$ cat src/rtl/pus_pkg.sv
// shared types and constants of the piecewise uniform sampler
package pus_pkg;

  localparam int MAX_POINTS_DEF = 16;
  localparam int FRAC_BITS      = 16;

  localparam int REQ_W   = 1;
  localparam int ENTRY_W = 4;
  localparam int BP_W    = 32;
  localparam int WGT_W   = 16;
  localparam int RAND_W  = 16;
  localparam int PC_W    = 5;
  localparam int IVL_W   = 4;
  localparam int DIFF_W  = BP_W + 1;
  localparam int PROD_W  = DIFF_W + RAND_W + 1;

  localparam logic [REQ_W-1:0] REQ_LOAD   = 1'b0;
  localparam logic [REQ_W-1:0] REQ_SAMPLE = 1'b1;

  localparam logic [PC_W-1:0] PC_RESET = 5'd2;

  typedef enum logic [2:0] {
    ST_IDLE,
    ST_WALK,
    ST_HI,
    ST_MUL,
    ST_FIN
  } state_t;

  typedef struct packed {
    logic load;
    logic start_sample;
    logic walk;
    logic cap_hi;
    logic mul;
    logic fin;
    logic cfg_write;
  } cmd_t;

  typedef struct packed {
    logic hit;
  } status_t;

endpackage

$ cat src/rtl/pus_ram.sv
// generic single write port, single read port ram with registered read
module pus_ram #(
  parameter int WIDTH = 8,
  parameter int DEPTH = 16
) (
  input  logic                     clk,
  input  logic                     we,
  input  logic [$clog2(DEPTH)-1:0] waddr,
  input  logic [WIDTH-1:0]         wdata,
  input  logic [$clog2(DEPTH)-1:0] raddr,
  output logic [WIDTH-1:0]         rdata
);

  logic [WIDTH-1:0] mem [DEPTH];

  always_ff @(posedge clk) begin
    if (we) begin
      mem[waddr] <= wdata;
    end
    rdata <= mem[raddr];
  end

endmodule

$ cat src/rtl/pus_controller.sv
// sequencing state machine of the sampler
module pus_controller (
  input  logic                          clk,
  input  logic                          rst,
  input  logic                          start,
  input  logic [pus_pkg::REQ_W-1:0]     req_type,
  input  logic                          cfg_valid,
  input  pus_pkg::status_t              status,
  output logic                          busy,
  output logic                          cfg_ready,
  output pus_pkg::cmd_t                 cmd
);
  import pus_pkg::*;

  state_t state;
  state_t state_next;

  always_ff @(posedge clk) begin
    if (rst) begin
      state <= ST_IDLE;
    end else begin
      state <= state_next;
    end
  end

  always_comb begin
    state_next = state;
    unique case (state)
      ST_IDLE: begin
        if (start && req_type == REQ_SAMPLE) begin
          state_next = ST_WALK;
        end
      end
      ST_WALK: begin
        if (status.hit) begin
          state_next = ST_HI;
        end
      end
      ST_HI:   state_next = ST_MUL;
      ST_MUL:  state_next = ST_FIN;
      ST_FIN:  state_next = ST_IDLE;
      default: state_next = ST_IDLE;
    endcase
  end

  always_comb begin
    busy             = (state != ST_IDLE);
    cfg_ready        = (state == ST_IDLE);
    cmd.load         = (state == ST_IDLE) && start && (req_type == REQ_LOAD);
    cmd.start_sample = (state == ST_IDLE) && start && (req_type == REQ_SAMPLE);
    cmd.walk         = (state == ST_WALK);
    cmd.cap_hi       = (state == ST_HI);
    cmd.mul          = (state == ST_MUL);
    cmd.fin          = (state == ST_FIN);
    cmd.cfg_write    = cfg_valid && (state == ST_IDLE);
  end

endmodule

$ cat src/rtl/pus_datapath.sv
// table storage, weight walk and interpolation datapath
module pus_datapath #(
  parameter int MAX_POINTS = pus_pkg::MAX_POINTS_DEF
) (
  input  logic                               clk,
  input  logic                               rst,
  input  pus_pkg::cmd_t                      cmd,
  output pus_pkg::status_t                   status,
  input  logic [pus_pkg::ENTRY_W-1:0]        entry_index,
  input  logic signed [pus_pkg::BP_W-1:0]    breakpoint,
  input  logic [pus_pkg::WGT_W-1:0]          weight,
  input  logic [pus_pkg::RAND_W-1:0]         rand_select,
  input  logic [pus_pkg::RAND_W-1:0]         rand_interp,
  input  logic [pus_pkg::PC_W-1:0]           cfg_data,
  output logic                               done,
  output logic signed [pus_pkg::BP_W-1:0]    sample_value,
  output logic [pus_pkg::IVL_W-1:0]          interval_index
);
  import pus_pkg::*;

  localparam int IDX_W = $clog2(MAX_POINTS);
  localparam int SUM_W = WGT_W + IDX_W;
  localparam int ROW_W = BP_W + WGT_W;

  logic [PC_W-1:0]   point_count;
  logic              cache_valid;
  logic [RAND_W-1:0] cached_fraction;
  logic [RAND_W-1:0] sel;
  logic [RAND_W-1:0] interp;
  logic [IDX_W-1:0]  last;
  logic [IDX_W-1:0]  last_next;
  logic [IDX_W-1:0]  cnt;
  logic [SUM_W-1:0]  sum;
  logic [SUM_W-1:0]  sum_next;
  logic [IDX_W-1:0]  chosen;
  logic signed [BP_W-1:0]   lo;
  logic signed [DIFF_W-1:0] diff;
  logic signed [PROD_W-1:0] prod;
  logic signed [PROD_W-1:0] val;

  logic              ram_we;
  logic [IDX_W-1:0]  raddr;
  logic [ROW_W-1:0]  rdata;
  logic signed [BP_W-1:0] rd_bp;
  logic [WGT_W-1:0]  rd_w;

  // each row holds the breakpoint and the weight of the interval starting there
  pus_ram #(
    .WIDTH(ROW_W),
    .DEPTH(MAX_POINTS)
  ) u_table (
    .clk  (clk),
    .we   (ram_we),
    .waddr(IDX_W'(entry_index)),
    .wdata({breakpoint, weight}),
    .raddr(raddr),
    .rdata(rdata)
  );

  assign ram_we = cmd.load && (int'(entry_index) < MAX_POINTS);
  assign rd_bp  = rdata[ROW_W-1:WGT_W];
  assign rd_w   = rdata[WGT_W-1:0];

  // read ahead: entry cnt+1 is addressed while entry cnt is checked
  assign raddr    = cmd.walk ? IDX_W'(cnt + 1'b1) : '0;
  assign sum_next = sum + SUM_W'(rd_w);
  assign status.hit = (SUM_W'(sel) < sum_next) || (cnt == last);

  // clamp the breakpoint count into 2..MAX_POINTS, keep the last interval index
  always_comb begin
    if (point_count < 5'd2) begin
      last_next = '0;
    end else if (int'(point_count) > MAX_POINTS) begin
      last_next = IDX_W'(MAX_POINTS - 2);
    end else begin
      last_next = IDX_W'(point_count - 5'd2);
    end
  end

  assign val = PROD_W'(lo) + (prod >>> FRAC_BITS);

  always_ff @(posedge clk) begin
    if (rst) begin
      point_count     <= PC_RESET;
      cache_valid     <= 1'b0;
      cached_fraction <= '0;
      done            <= 1'b0;
    end else begin
      done <= cmd.fin;
      if (cmd.cfg_write) begin
        point_count <= cfg_data;
      end
      if (cmd.start_sample) begin
        cache_valid     <= 1'b1;
        cached_fraction <= rand_interp;
      end
    end
  end

  always_ff @(posedge clk) begin
    if (cmd.start_sample) begin
      sel    <= cache_valid ? cached_fraction : rand_select;
      interp <= rand_interp;
      last   <= last_next;
      cnt    <= '0;
      sum    <= '0;
    end
    if (cmd.walk) begin
      chosen <= cnt;
      lo     <= rd_bp;
      if (!status.hit) begin
        cnt <= IDX_W'(cnt + 1'b1);
        sum <= sum_next;
      end
    end
    if (cmd.cap_hi) begin
      diff <= DIFF_W'(rd_bp) - DIFF_W'(lo);
    end
    if (cmd.mul) begin
      prod <= PROD_W'($signed({1'b0, interp})) * PROD_W'(diff);
    end
    if (cmd.fin) begin
      sample_value   <= val[BP_W-1:0];
      interval_index <= IVL_W'(chosen);
    end
  end

endmodule

$ cat src/rtl/piecewise_uniform_sampler_core.sv
// top level of the piecewise uniform inverse cdf sampler
//
//   channel  | handshake                | payload
//   ---------+--------------------------+------------------------------------------
//   request  | start, busy              | req_type entry_index breakpoint weight
//            |                          | rand_select rand_interp
//   config   | cfg_valid, cfg_ready     | cfg_data (point_count)
//   result   | done (one-cycle strobe)  | sample_value interval_index
//
// a load is written in the cycle it is accepted and leaves busy low
// a sample stays busy while 1..point_count-1 table rows are walked one per cycle
// by the single table read port and then through the hi, mul and fin states; the result
// strobes in the first cycle with busy low, and a new item can be taken in that cycle
// synchronous reset clears control, cache and point_count (2); the table is not cleared
module piecewise_uniform_sampler_core #(
  parameter int MAX_POINTS = pus_pkg::MAX_POINTS_DEF
) (
  input  logic                               clk,
  input  logic                               rst,
  input  logic                               start,
  output logic                               busy,
  input  logic [pus_pkg::REQ_W-1:0]          req_type,
  input  logic [pus_pkg::ENTRY_W-1:0]        entry_index,
  input  logic signed [pus_pkg::BP_W-1:0]    breakpoint,
  input  logic [pus_pkg::WGT_W-1:0]          weight,
  input  logic [pus_pkg::RAND_W-1:0]         rand_select,
  input  logic [pus_pkg::RAND_W-1:0]         rand_interp,
  input  logic                               cfg_valid,
  output logic                               cfg_ready,
  input  logic [pus_pkg::PC_W-1:0]           cfg_data,
  output logic                               done,
  output logic signed [pus_pkg::BP_W-1:0]    sample_value,
  output logic [pus_pkg::IVL_W-1:0]          interval_index
);
  import pus_pkg::*;

  cmd_t    cmd;
  status_t status;

  pus_controller u_ctrl (
    .clk      (clk),
    .rst      (rst),
    .start    (start),
    .req_type (req_type),
    .cfg_valid(cfg_valid),
    .status   (status),
    .busy     (busy),
    .cfg_ready(cfg_ready),
    .cmd      (cmd)
  );

  pus_datapath #(
    .MAX_POINTS(MAX_POINTS)
  ) u_dp (
    .clk           (clk),
    .rst           (rst),
    .cmd           (cmd),
    .status        (status),
    .entry_index   (entry_index),
    .breakpoint    (breakpoint),
    .weight        (weight),
    .rand_select   (rand_select),
    .rand_interp   (rand_interp),
    .cfg_data      (cfg_data),
    .done          (done),
    .sample_value  (sample_value),
    .interval_index(interval_index)
  );

endmodule

$ cat config.mk
export PLATFORM = sky130hd
export DESIGN_NAME = piecewise_uniform_sampler_core
export DESIGN_NICKNAME = d
export VERILOG_FILES = /design/src/rtl/pus_pkg.sv /design/src/rtl/pus_ram.sv /design/src/rtl/pus_controller.sv /design/src/rtl/pus_datapath.sv /design/src/rtl/piecewise_uniform_sampler_core.sv
export SDC_FILE = /design/constraint.sdc
export NUM_CORES = 2
export LEC_CHECK = 0
export ABC_CLOCK_PERIOD_IN_PS = 6970
export BUFFER_PORTS_ARGS = -buffer_cell sky130_fd_sc_hd__buf_2
export CAP_MARGIN = 20
export CORE_MARGIN = 2
export CORE_UTILIZATION = 25
export CTS_CLUSTER_SIZE = 12
export DETAILED_ROUTE_END_ITERATION = 7
export PLACE_DENSITY = 0.44
export SYNTH_ARGS = -nofsm -noshare
export SYNTH_HDL_FRONTEND = slang
export SYNTH_SLANG_ARGS = --single-unit
$ cat constraint.sdc
create_clock -name clk -period 6.97 [get_ports clk]
set_input_delay 1.394 -clock clk [delete_from_list [all_inputs] [get_ports clk]]
set_output_delay 1.394 -clock clk [all_outputs]
set_load 0.05 [all_outputs]
======== After elaboration in Yosys (flattened, before gate mapping) ========
Memory sizes are Yosys's and may differ from the RTL's. A register that Yosys moved wholly into a read port is not among the register bits.
Index checks and enable logic that the tools add are counted.
cells by class
  reductions and logical operators ........ 10
  multipliers ............................. 1
  equality and inequality tests ........... 7
  $add $sub $neg .......................... 5
  magnitude comparators ................... 3
  bitwise gates (word level) .............. 1
  multiplexer cells ....................... 14
operators with widths
  operator             count
  $mux 20              3
  $mul 17x33->48       1
  $sub 32x32->33       1
  $add 32x32->32       1
  $add 20x16->20       1
  $lt 16x20->1         1
  $mux 4               5
  $mux 16              1
  $pmux 3 s4           1
  $eq 3x2->1 const B   2
  $mux 3               2
  $gt 5x5->1 const B   1
  $logic_and 1x1->1    5
  $lt 5x2->1 const B   1
  $add 4x1->4 const B  1
  $eq 4x4->1           1
  $sub 4x2->4 const B  1
  $eq 3x1->1 const B   1
  $eq 3x3->1 const B   1
  $logic_not 3->1      1
  $reduce_bool 3->1    1
  $mux 1               2
  $ne 2x1->1 const B   1
  $ne 2x2->1 const B   1
  other kinds (4)      4
storage, ports and cells
  memories kept ........................... 1
  memory bits (writable) .................. 768
  bits of input ports ..................... 94
  register bits ........................... 239
  word-level logic and storage cells ...... 59
  output and inout bits ................... 39
memories
  memory            depth  width  read ports  clocked after memory_dff  write ports  line           source
  u_dp.u_table.mem  16     48     1           1                         1            pus_ram.sv:14  logic [WIDTH-1:0] mem [DEPTH];

======== Longest topological paths before layout ========
  depth in word-level cells ............... 6
  gate-level depth with buffers ........... 24
  gate-level depth less buffers ........... 23

======== Cells and area by module ========
A second synthesis with hierarchy kept.
second synthesis, totals
  cell total of the unflattened synthesis .. 4,164
  area, all modules ....................... 58,496.1 um^2
modules (own cells, without submodules)
  module          cells each  area an instance (um^2)  times used  seq. area each (um^2)
  pus_ram         1,242       29,691.0                 1           24,023.0
  pus_datapath    2,901       28,589.9                 1           6,135.9
  pus_controller  21          215.2                    1           60.1

======== Worst setup path before layout ========
OpenSTA, ideal clock, no wires.
  path kind ............................... register to register
  start point ............................. reg u_dp.interp[8]
  end point ............................... reg u_dp.prod[24] (data pin)
  stages on the path, launching flop included .. 20
  period minus slack after synthesis ...... 6,326 ps
  library setup time ...................... 272 ps
  data arrival time ....................... 6,055 ps
  buffers on the path ..................... 1
  data required time ...................... 6,698 ps
  setup slack ............................. 644 ps
  cells stage by stage .................... edfxtp_1 clkbuf_1 nand2_1 fa_1 inv_1 fa_1 inv_1 fa_1 inv_1 fa_1 fa_1 fa_1 ha_1 and4_2 a2111oi_4 a21oi_2 o21a_4 o41a_4 and4b_1 or4_1
between the ends
  cells in the longest elaborated chain, start to end .. 1
RTL lines
  element                 line                 source
  from (decl)             pus_datapath.sv:29   logic [RAND_W-1:0] interp;
  from (signal assigned)  pus_datapath.sv:103  interp <= rand_interp;
  $mul 17x33->48          pus_datapath.sv:120  prod <= PROD_W'($signed({1'b0, interp})) * PROD_W'(diff);
  to (signal assigned)    pus_datapath.sv:120
  to (decl)               pus_datapath.sv:38   logic signed [PROD_W-1:0] prod;
Every way passes these cells.
A chain may end at the register's enable or synchronous reset.

======== Worst setup path in the final report ========
  start point ............................. reg u_dp.diff[3]
  end point ............................... reg u_dp.prod[24] (data pin)
between the ends
  cells in the longest elaborated chain, start to end .. 1
RTL lines
  element                 line                 source
  from (decl)             pus_datapath.sv:37   logic signed [DIFF_W-1:0] diff;
  from (signal assigned)  pus_datapath.sv:117  diff <= DIFF_W'(rd_bp) - DIFF_W'(lo);
  $mul 17x33->48          pus_datapath.sv:120
Every way passes these cells.

==> summary.md <==
| Metric | Value |
|---|---|
| Category of the critical setup timing path | reg -> reg |
| Count of antenna-violating nets left after detailed routing | 0 |
| Post-Syn Nets | 5905 |
| Worst Hold Path Cells | 0 |
| Setup violators final | 0 |
| Area delta synth->final | 14.8% |
| Effective utilization at floorplan | 25.1% |
| Largest net degree at the start of global routing | 172 |
| Routed length per placed instance | 20.4 um |
| Maximum single-stage delay on the critical path | 0.62 ns |
| Clock insertion delay at the later pin of the skew report | around 0.76 ns |
| Routed via count | between 30000 and 40000 |
| Number of buffers added to fix hold violations after cts | 0 |
| Clock buffer count from CTS | 115 |
| Detail Placement HPWL | 115000 um |
| Most numerous cell on the critical path | sky130_fd_sc_hd__fa_1 |
| Final routed DRC violation total | 0 |
| Horizontal die dimension | between 400 and 500 um |
| Gate count of the mapped netlist | about 5000 |
| Relative slew slack | 34.6% |
| Combined global-route utilization of all metal layers | between 10% and 20% |
| Clock root buffer | sky130_fd_sc_hd__clkbuf_16 |
| Register area share after synthesis | 50.0% |
| Cell area after synthesis | 60400 um2 |
| Setup TNS | 0 ns |
| Synth warnings | 0 |
| Required time at the worst-slack endpoint | between 7 and 8 ns |
| Average cell area after synthesis | 11.8 um2 |
| Max-cap check violation count | 0 |
| Count of input and output buffers | 132 |
| # clock sinks | just over 1000 |
| Transition time at the pin with the least slew margin | 0.981 ns |
| Global route overflow | 0 |
| Arr. time, crit path | 7.22 ns |
| Tightest Hold Check Type | reg -> reg |
| Hold violation total from the final report | 0 |
| Longest Clk Path Bufs | 3 |
| Core area | roughly 240000 um2 |
| Final clock period utilization by the worst path | ~97% |
| Category of the worst setup path launch point | flop |
| Slowest library cell on the worst path | sky130_fd_sc_hd__o211ai_1 |
| Clock slew at the register clock pins of the worst setup and hold paths | 0.07 ns |
| Ratio of routed vias to standard cells | 4.47 |
| Net total in the final layout | 6023 |
| Number of inserted filler cells in the final layout | 24800 |
| Unique cell type count in the Yosys netlist | 84 |
| Placed cell area | 65400 um2 |
| Die Outline Area | 246000 um2 |
| Number of antenna violations at the first check in global routing | 33 |
| Layout Utilization | 28.9% |
| First-pass GRT wire length | about 260000 um |
| Max Slew Vio Count | 0 |
| Design Area, Final | a little under 70000 um2 |
| Share of post-route cells with drive strength above 1 | 9.45% |
| Number of global-route vias before repair | 39700 |
| Hold Worst Slack | approximately 0.42 ns |
| Number of flip-flops and latches in the synthesized netlist | 1039 |
| Fraction of registers with async set or reset after synthesis | 0% |
| Achievable clock frequency | 0.149 GHz |
| Final critical path time including I/O delays and setup | 6.73 ns |
| H-tree lvl count | 3 |
| Cell-by-cell trace of the critical path | buf_4, and2_1, fa_1, inv_1, fa_1, inv_1, fa_1, fa_1, fa_1, fa_1, ha_1, o211ai_1, a21oi_2, o21a_4, o41a_4, and4b_1, or4_1 |
| Worst Setup End Kind | flop |
| Number of design-rule violations left by the first detailed-router iteration | around 2300 |
| Drt total wl | 173000 um |
| Length of the first detailed-routing pass in iterations | 5 |
| Final worst clock skew | 0.0308 ns |
| Die Y-Extent | 496 um |
| Post-synth EDFFs | 941 |
| Length in cells of the worst reg-to-reg path | 17 |
| Maximum fanout along the worst path | 9 |
| Global placer's final weighted congestion | 0.854 |
| Number of standard-cell rows in the floorplan | 180 |
| Result of the run | finished, final reports clean |
| Setup repair after global routing missed its margin | false |
| TritonCTS clock tree | done |
| Number of primary I/O pins | 133 |
| Synth Flop Type | sky130_fd_sc_hd__edfxtp_1 |
## Yosys cell counts (4+ instances only)
| cell | n | share of area [%] |
|---|---|---|
| sky130_fd_sc_hd__and4_1 | 6 | 0.087 |
| sky130_fd_sc_hd__a211oi_1 | 257 | 3.2 |
| sky130_fd_sc_hd__ha_1 | 208 | 4.3 |
| sky130_fd_sc_hd__nor2b_1 | 206 | 2.1 |
| sky130_fd_sc_hd__nor2_1 | 102 | 0.63 |
| sky130_fd_sc_hd__or2_2 | 6 | 0.062 |
| sky130_fd_sc_hd__and3_1 | 14 | 0.14 |
| sky130_fd_sc_hd__xor2_1 | 45 | 0.65 |
| sky130_fd_sc_hd__o31a_1 | 5 | 0.072 |
| sky130_fd_sc_hd__o2111ai_1 | 4 | 0.058 |
| sky130_fd_sc_hd__o21bai_1 | 7 | 0.087 |
| sky130_fd_sc_hd__nor3b_1 | 5 | 0.062 |
| sky130_fd_sc_hd__a21boi_0 | 5 | 0.062 |
| sky130_fd_sc_hd__mux2i_1 | 21 | 0.35 |
| sky130_fd_sc_hd__nor4_1 | 6 | 0.062 |
| sky130_fd_sc_hd__nand4_1 | 12 | 0.12 |
| sky130_fd_sc_hd__clkbuf_1 | 260 | 1.6 |
| sky130_fd_sc_hd__o31ai_1 | 5 | 0.062 |
| sky130_fd_sc_hd__o21a_1 | 17 | 0.21 |
| sky130_fd_sc_hd__or3_1 | 8 | 0.083 |
| sky130_fd_sc_hd__xnor2_1 | 63 | 0.91 |
| sky130_fd_sc_hd__or4_1 | 5 | 0.062 |
| sky130_fd_sc_hd__nor3_1 | 27 | 0.22 |
| sky130_fd_sc_hd__nand2b_1 | 20 | 0.21 |
| sky130_fd_sc_hd__a311oi_1 | 99 | 1.4 |
| sky130_fd_sc_hd__inv_1 | 598 | 3.7 |
| sky130_fd_sc_hd__edfxtp_1 | 941 | 47 |
| sky130_fd_sc_hd__mux2_2 | 17 | 0.32 |
| sky130_fd_sc_hd__a21o_1 | 43 | 0.53 |
| sky130_fd_sc_hd__o211ai_1 | 15 | 0.19 |
| sky130_fd_sc_hd__a21oi_1 | 198 | 1.6 |
| sky130_fd_sc_hd__dfxtp_1 | 98 | 3.2 |
| sky130_fd_sc_hd__o21ai_0 | 55 | 0.46 |
| sky130_fd_sc_hd__a211o_1 | 5 | 0.072 |
| sky130_fd_sc_hd__nand3_1 | 21 | 0.17 |
| sky130_fd_sc_hd__fa_1 | 492 | 16 |
| sky130_fd_sc_hd__a31oi_1 | 111 | 1.1 |
| sky130_fd_sc_hd__and2_1 | 238 | 2.5 |
| sky130_fd_sc_hd__nand2_1 | 795 | 4.9 |
| sky130_fd_sc_hd__o311ai_0 | 4 | 0.058 |
## layout by cell type (no fill, tap or decap), types with 54 or more instances in the layout
cell type / netlist / final
sky130_fd_sc_hd__a211oi_1: 257 / 257
sky130_fd_sc_hd__a21oi_1: 198 / 197
sky130_fd_sc_hd__a311oi_1: 99 / 99
sky130_fd_sc_hd__a31oi_1: 111 / 111
sky130_fd_sc_hd__and2_1: 238 / 238
sky130_fd_sc_hd__buf_2: 0 / 132
sky130_fd_sc_hd__buf_4: 0 / 110
sky130_fd_sc_hd__clkbuf_16: 0 / 116
sky130_fd_sc_hd__dfxtp_1: 98 / 97
sky130_fd_sc_hd__edfxtp_1: 941 / 941
sky130_fd_sc_hd__fa_1: 492 / 491
sky130_fd_sc_hd__ha_1: 208 / 208
sky130_fd_sc_hd__inv_1: 598 / 598
sky130_fd_sc_hd__nand2_1: 795 / 793
sky130_fd_sc_hd__nor2_1: 102 / 90
sky130_fd_sc_hd__nor2b_1: 206 / 205
sky130_fd_sc_hd__o21ai_0: 55 / 54
sky130_fd_sc_hd__xnor2_1: 63 / 63
## path summary, 6_finish.rpt
path | startpoint | end | slack (ns)
min | u_dp.chosen[3] | u_dp.interval_index[3] | 0.42
min reg2reg | u_dp.chosen[3] | u_dp.interval_index[3] | 0.42
max reg2reg | u_dp.diff[3] | u_dp.prod[24] | 0.24
max | u_dp.diff[3] | u_dp.prod[24] | 0.24
## sequential cells by signal, indices dropped and copies added (netlist names), 4 cells and up
signal,count
u_dp.chosen,4
u_dp.sel,16
u_dp.interval_index,4
u_dp.point_count,5
u_dp.cnt,4
u_dp.cached_fraction,16
u_dp.u_table.rdata,48
u_dp.prod,32
u_dp.lo,32
u_dp.sum,20
u_dp.last,4
u_dp.interp,16
u_dp.diff,33
u_dp.sample_value,32
u_dp.u_table.mem,768
## metal layers
metal / wire length, um / share of wire (%) / track usage, % / up-vias
li1: - / - / - / 17900
met1: 77000 / 44 / 18.6 / 19400
met2: 86400 / 50 / 24.6 / 624
met3: 6640 / 3.8 / 1.85 / 196
met4: 3250 / 1.9 / 3.30 / 28
met5: 180 / 0.10 / 0 / -
## per-stage QoR
step                      instances  worst slack [ns]
after detailed placement       8282             0.205
after global routing           8517            0.0417
after global placement         8281             0.227
final                          8523             0.243
after floorplan                5111             0.644
after CTS                      8501             0.138
## repair_timing
item,in CTS,in global routing
endpoints found under the setup margin,0,10
setup buffers,0,15
resized for setup,0,7
## logic make-up (layout without fill, tap and decap cells)
family / Yosys count / count (layout) / synth area share, %
AOI/OAI and AO/OA: 877 / 877 / 10.1
xor gates and xnor gates: 108 / 108 / 1.57
adders and majority gates: 700 / 700 / 20.6
buffers and inverters: 864 / 1084 / 5.40
DFF: 1039 / 1039 / 50.0
muxes: 38 / 38 / 0.665
other: 0 / 7 / 0
and+or+nand+nor: 1485 / 1485 / 11.7
## critical path, delay by kind of cell, from the launching register on
kind,cells,cell delay (ns)
buffers and inverters,3,0.35
flip-flops,1,0.54
AND/OR/NAND/NOR,3,0.88
adder cells (fa/ha/maj),7,3.34
AO/OA/AOI/OAI,4,1.35
## final cells by class
| type | instances | area, um2 | share of cell area, % |
|---|---|---|---|
| well taps | 3185 | 3990 | 5.74 |
| flip-flops and latches | 1039 | 30200 | 43.5 |
| clock inverters | 50 | 627 | 0.903 |
| clock buffers | 169 | 3190 | 4.60 |
| inverters | 599 | 2250 | 3.24 |
| multi-input cells | 3208 | 27100 | 39.1 |
| repair buffers | 266 | 1970 | 2.83 |
| diodes | 7 | 17.5 | 0.0252 |
Power is not shown: default switching activity piles up to over one toggle a cycle in this logic, so the estimate is an artifact.
